--- src/rtl/tcw_pkg.sv ---
`timescale 1ns / 1ps
`default_nettype none

package tcw_pkg;

    localparam int SCREEN_WIDTH  = 80;
    localparam int SCREEN_HEIGHT = 25;
    localparam int CELL_COUNT    = SCREEN_WIDTH * SCREEN_HEIGHT;

    localparam int ADDR_W = $clog2(CELL_COUNT);
    localparam int COL_W  = $clog2(SCREEN_WIDTH);
    localparam int ROW_W  = $clog2(SCREEN_HEIGHT);

    localparam logic [ADDR_W-1:0] LAST_CELL      = ADDR_W'(CELL_COUNT - 1);
    localparam logic [ADDR_W-1:0] LAST_ROW_START = ADDR_W'(CELL_COUNT - SCREEN_WIDTH);
    // scroll copy: reads are issued one cell ahead while the write pointer is below this
    localparam logic [ADDR_W-1:0] COPY_READ_END  = ADDR_W'(CELL_COUNT - SCREEN_WIDTH - 1);
    localparam logic [ADDR_W-1:0] ROW_STEP       = ADDR_W'(SCREEN_WIDTH);
    localparam logic [ADDR_W-1:0] READ_AHEAD     = ADDR_W'(SCREEN_WIDTH + 1);
    localparam logic [COL_W-1:0]  LAST_COL       = COL_W'(SCREEN_WIDTH - 1);
    localparam logic [ROW_W-1:0]  LAST_ROW       = ROW_W'(SCREEN_HEIGHT - 1);

    localparam logic [15:0] BLANK_CELL   = 16'h0700;
    localparam logic [7:0]  NEWLINE_CODE = 8'd10;

    localparam logic [1:0] REQ_PUT   = 2'd0;
    localparam logic [1:0] REQ_CLEAR = 2'd1;
    localparam logic [1:0] REQ_READ  = 2'd2;

    typedef struct packed {
        logic [1:0]  req_type;
        logic [7:0]  char_code;
        logic [7:0]  color;
        logic [10:0] cell_index;
    } t_req;

    typedef struct packed {
        logic [10:0] cursor_pos;
        logic        scrolled;
        logic [15:0] read_data;
    } t_res;

    typedef enum logic [2:0] {
        CMD_NOP,
        CMD_PUT,
        CMD_NEWLINE,
        CMD_CLEAR,
        CMD_READ
    } t_kind;

    typedef struct packed {
        t_kind              kind;
        logic [15:0]        cell_word;
        logic [ADDR_W-1:0]  idx;
    } t_cmd;

endpackage

`default_nettype wire

--- src/rtl/tcw_front.sv ---
`timescale 1ns / 1ps
`default_nettype none

// Decodes requests into commands and holds them in a two-entry queue.
module tcw_front (
    input  wire logic          i_clk,
    input  wire logic          i_rst_n,
    input  wire logic          i_push,
    input  wire tcw_pkg::t_req i_req,
    output logic               o_full,
    output logic               o_cmd_valid,
    output tcw_pkg::t_cmd      o_cmd,
    input  wire logic          i_cmd_pop
);
    import tcw_pkg::*;

    t_cmd       cmd_in;
    t_cmd       r_q [0:1];
    logic       r_wp, r_rp;
    logic [1:0] r_cnt;
    logic       n_wp, n_rp;
    logic [1:0] n_cnt;

    always_comb begin
        cmd_in.cell_word = {i_req.color, i_req.char_code};
        cmd_in.idx       = ADDR_W'(i_req.cell_index);
        case (i_req.req_type)
            REQ_PUT: begin
                cmd_in.kind = (i_req.char_code == NEWLINE_CODE) ? CMD_NEWLINE : CMD_PUT;
            end
            REQ_CLEAR: begin
                cmd_in.kind = CMD_CLEAR;
            end
            REQ_READ: begin
                // out-of-range read answers zero without touching the store
                cmd_in.kind = (32'(i_req.cell_index) < CELL_COUNT) ? CMD_READ : CMD_NOP;
            end
            default: begin
                cmd_in.kind = CMD_NOP;
            end
        endcase
    end

    assign o_full      = (r_cnt == 2'd2);
    assign o_cmd_valid = (r_cnt != 2'd0);
    assign o_cmd       = r_q[r_rp];

    always_comb begin
        n_wp  = r_wp ^ i_push;
        n_rp  = r_rp ^ i_cmd_pop;
        n_cnt = r_cnt + 2'(i_push) - 2'(i_cmd_pop);
    end

    always_ff @(posedge i_clk) begin
        if (!i_rst_n) begin
            r_wp  <= 1'b0;
            r_rp  <= 1'b0;
            r_cnt <= 2'd0;
        end else begin
            r_wp  <= n_wp;
            r_rp  <= n_rp;
            r_cnt <= n_cnt;
        end
    end

    always_ff @(posedge i_clk) begin
        if (i_push) begin
            r_q[r_wp] <= cmd_in;
        end
    end

endmodule

`default_nettype wire

--- config.mk ---
export PLATFORM = sky130hd
export DESIGN_NAME = tcw_front
export DESIGN_NICKNAME = d
export VERILOG_FILES = /design/src/rtl/tcw_pkg.sv /design/src/rtl/tcw_front.sv
export SDC_FILE = /design/constraint.sdc
export NUM_CORES = 1
export LEC_CHECK = 0
export ABC_AREA = 1
export BUFFER_PORTS_ARGS = -buffer_cell sky130_fd_sc_hd__buf_2
export CAP_MARGIN = 20
export CORE_ASPECT_RATIO = 0.5
export CORE_MARGIN = 2
export CORE_UTILIZATION = 52
export CTS_CLUSTER_DIAMETER = 150
export DETAILED_ROUTE_END_ITERATION = 12
export GPL_ROUTABILITY_DRIVEN = 1
export GPL_TIMING_DRIVEN = 0
export PLACE_DENSITY = 0.78
export REMOVE_ABC_BUFFERS = 1
export SYNTH_ARGS = -nofsm -noshare
export SYNTH_HDL_FRONTEND = slang
export SYNTH_SLANG_ARGS = --single-unit
--- constraint.sdc ---
create_clock -name i_clk -period 1.8 [get_ports i_clk]
set_input_delay 0.45 -clock i_clk [delete_from_list [all_inputs] [get_ports i_clk]]
set_output_delay 0.45 -clock i_clk [all_outputs]
set_load 0.02 [all_outputs]
* After elaboration in Yosys (flattened, before gate mapping)
Memory sizes are Yosys's and may differ from the RTL's. A register that Yosys moved wholly into a read port is not among the register bits.
Cells that the tools add are included.
** Operators by class
- Reductions and logical operators :: 2
- Bitwise logic cells :: 2
- Shift-type cells :: 0
- Order comparisons :: 1
- Multiplexer cells :: 6
- Div/mod/pow operators :: 0
- $add $sub $neg :: 2
- Eq/ne operators :: 4
- Multipliers :: 0
** Operators with widths (number)
- less-than comparator 11 bit, second input constant :: 1
- one-hot mux 3 bit (3 select lines) :: 1
- equality test 8 x 4 -> 1 bit, second input constant :: 1
- equality test 2 bit, second input constant :: 2
- two-way mux 1 bit :: 3
- two-way mux 3 bit :: 1
- adder 2 x 1 -> 2 bit :: 1
- equality test 2 x 1 -> 1 bit, second input constant :: 1
- zero test 2 bit :: 1
- two-way mux 2 bit :: 1
- nonzero test 2 bit :: 1
- subtractor 2 x 1 -> 2 bit :: 1
- bitwise XOR 1 bit :: 2
** Word-level totals
- Latch bits :: 0
- Output and inout port bits :: 32
- Input bits :: 33
- Bits in read-only memories :: 0
- Flip-flop bits (word level) :: 4
- Memory bits (writable) :: 60
- Memories kept :: 1
- Logic and storage cells :: 21
** Memory list
- r_q :: words 2, bits a word 30, read ports 1, clocked after memory_dff 1, wr ports 1, line tcw_front.sv:18 : t_cmd r_q [0:1];

* Logic depth before layout (Yosys ltp)
- Word-level depth :: 3
- Depth in mapped cells :: 9
- Mapped depth without buffers :: 9

* Least setup slack after synthesis
OpenSTA, ideal clock, no wires.
- Path type :: in2reg
- From :: input i_push
- To :: memory r_q[0][0] (netlist bit) (enable)
- Stages on the path :: 1
- Path buffers :: 0
- Data required time :: 1.410 ns
- Arrival time :: 1.234 ns
- Setup slack :: 0.176 ns
- Path through :: ha_1
** Between the ends
- Word-level cells in the longest chain between the ends :: 2
** Ends and longest elaborated chain
- from (decl) :: line tcw_front.sv:8 : input wire logic i_push,
- two-way mux 1 bit :: line tcw_front.sv:67 : if (i_push) begin
- two-way mux 1 bit (not written as such) :: line tcw_front.sv:68 : r_q[r_wp] <= cmd_in;
- to (decl) :: line tcw_front.sv:18
No other way between the ends.

==> results.txt <==
- Final count of hold timing violations: 0
* Final Net Count: 260
- 0 antenna diodes ended up in the layout.
* Share of the clock period used by the worst path: 1.01
* Clock Tree Buf Depth: 2
* Critical path class: reg2out
- Total congestion overflow after global routing: 0
- GRT Total Usage: 0.161
- The area growth from synthesis to layout is 28.4%.
- Routability-driven placement finished with a final weighted congestion of around 0.63.
* Cell type with the highest aggregate area in the netlist: edfxtp_1
- Among all flip-flop cells after synthesis, the most frequent one is edfxtp_1.
* Vias per cell: 4.77
- Final number of max-transition violations: 0
- The most common cell in the synthesized netlist is edfxtp_1.
- The worst setup path is captured at an output port.
* Initial antenna violation count: 0
- Y dimension of the die: ~54 µm
- Total routed wirelength: 4470 µm
* Clk Latency, worst-skew pair: approximately 0.33 ns
- Subtracting the final worst setup slack from the clock period gives around 1.8 ns.
- The run finished, with violations left.
- The commonest cells after synthesis are 60 x edfxtp_1, 30 x mux2_4, 14 x inv_1, 14 x nand2_1, 9 x nor2_1.
* CTS tree: yes
* TritonCTS buffer count: 9
* Level count of the clock H-tree: 3
- Fill cells in the final layout number 347.
- For this design, the CTS-stage hold fixing added 0 buffers.
* Main area contributors after synthesis: edfxtp_1 69%, mux2_4 17%, dfxtp_1 3.8%
- In the final layout, the share of cells above drive strength 1 is 0.493.
* FP Rows: 18
- Max-cap violations in this run came to 0.
* Drc violations: 0
* First-pass GRT wire length: roughly 6400 µm
* Top-level I/O count: 65
- The clock drives between 60 and 70 sinks.
- Crit-path slowest cell: dfxtp_4
* Synthesized area per cell: ~18 µm²
- Maximum single-stage delay on the critical path: a little under 0.4 ns
- Required time of the worst setup path: 1.35 ns
- Number of enable-type register cells in the synthesized netlist: 60
- The checks that failed: negative setup slack.
* Highest clock frequency the design can meet: between 500 and 600 MHz
- Average routed wire per standard cell: ~15 µm
- Maximum number of pins on one net before global-route repair: 21
- Setup violations remaining at the end of the flow were counted as 11.
* Initial Utilization: 0.536
- Worst Path Max Fanout: 10
- At the worst endpoint, the arrival time is about 1.4 ns.
- Synth warnings: 0
- Die Area: ~5700 µm²
- The clock arrives with 0.00458 ns of skew.
- Measured against its own limit, the worst slew margin works out to 0.452.
* LEAKAGE: 0.00141 µW
- The share of the Yosys chip area taken by registers is 0.727.
* Crit path buf inv count: 2
- Standard cell area after detailed placement: 3070 µm²
- Setup total negative slack on the finished layout was measured at -0.0551 ns.
- CTS Root Cell: clkbuf_8
* Slew at the pin closest to its max-slew limit: between 0.8 and 0.9 ns
- The via count of the first global-routing pass came to roughly 1400.
* Finished Cell Area: approximately 3400 µm²
- STA classifies the critical path startpoint as a register.
* Post-DP HPWL: about 3000 µm
- Smallest setup slack after layout: -0.0100 ns
- Cell area after synthesis: 2620 µm²
- The count of nets left with antenna violations once routing finished came out at 0.
- Among cell families on the critical path, the largest total delay comes from flip-flops.
- IR analysis of the VDD net gives a maximum drop of a little under 0.6 mV.
- Synthesis inferred between 60 and 70 register bits.
- Counting every instance in the synthesized netlist gives approximately 150.
* Tightest Hold Check Type: in2reg
- Of all flip-flops after synthesis, the portion carrying an async set or reset was 0.
- Port buffering added 64 buffers.
- Yosys mapped the design onto 14 distinct sky130hd cell types.
- Die width: between 100 and 150 µm
* Core footprint: just under 5000 µm²
- For this block, the initial DRC count from the detailed router was 37.
* Detailed-router iteration count before antenna repair: 4
- Setup repair after global routing could not meet its margin everywhere.
- The routed layout has around 1400 vias.
- Power Dens Cells: around 1000 nW/µm²
* Clock-pin slew on the worst setup and hold paths: ~0.06 ns
- Walking the worst path, the cells encountered are buf_8 -> mux2_4 -> buf_2.
* Post-synth top area share: 0.688
==> metal layers <==
metal	track usage	up-vias	routed length, µm
li1	-	682	-
met3	0.0823	4	179
met5	0	-	0
met2	0.310	30	2520
met1	0.160	700	1750
met4	0.0450	0	28
==> repair_timing <==
item / 4_1_cts / 5_1_grt
gates resized for setup: 10 / 17
setup endpoints to repair: 30 / 30
pin swaps: 0 / 0
cloned: 0 / 1
setup buffers: 1 / 0
==> cells in the final DEF (no fill, tap or decap), drive strengths merged, types with 2 or more instances in the layout <==
cell,count
nor2,9
nand3,2
clkinv,4
nand2,14
inv,14
dfxtp,5
ha,4
edfxtp,60
mux2,30
clkbuf,11
buf,68
==> kinds of logic (layout without fill, tap and decap cells) <==
group | after synthesis | after routing | synth area share
AOI/OAI and AO/OA | 3 | 3 | 0.00669
DFF | 65 | 65 | 0.727
buffers and inverters | 17 | 98 | 0.0330
muxes | 30 | 30 | 0.172
xor gates and xnor gates | 1 | 1 | 0.00335
adders and majority gates | 4 | 4 | 0.0191
and+or+nand+nor | 26 | 26 | 0.0392
==> cell type report <==
cell class	instances	area, µm²	share of cell area
multi-input combinational	64	629	0.187
clock buffer	10	128	0.0380
tap	70	87.6	0.0261
timing repair buffer	69	510	0.152
inverter	14	52.6	0.0156
sequential	65	1910	0.567
clock inverter	5	47.5	0.0141
==> per-stage QoR <==
| step | hold WS, ns | worst slack, ns | power, µW | utilization | instances |
|---|---|---|---|---|---|
| floorplan | 0.480 | -0.349 | 2180 | - | 143 |
| detailed placement | 0.524 | -0.0307 | 2370 | 0.628 | 280 |
| finish | 0.313 | -0.0100 | 3500 | 0.688 | 297 |
| global route | 0.281 | -0.0740 | 3640 | 0.688 | 297 |
| global placement | 0.497 | -0.801 | 2330 | 0.612 | 277 |
| CTS | 0.291 | -0.0367 | 3490 | 0.672 | 296 |
==> path summary, 6_finish.rpt <==
check	slack [ns]	start	end	cells past startpoint
worst min register to register	0.52	r_rp$_SDFF_PN0_	register	2
worst max register to register	0.22	r_wp$_SDFF_PN0_	r_q[1][21]$_DFFE_PP_	2
worst min-delay path	0.31	i_req[18]	r_q[1][26]$_DFFE_PP_	1
worst max-delay path	-0.01	register	o_cmd[11]	3
==> report_power, final <==
group | switching (µW) | internal, µW | total [µW]
Sequential | 31.3 | 1760 | 1790
Clock | 484 | 617 | 1100
Combinational | 307 | 301 | 608
Total | 822 | 2680 | 3500
==> sequential cells by signal, indices dropped and copies added (netlist names), named ones only <==
name,count
r_wp,1
r_q,60
r_cnt,2
r_rp,1
Power figures use the tool's default switching activity.
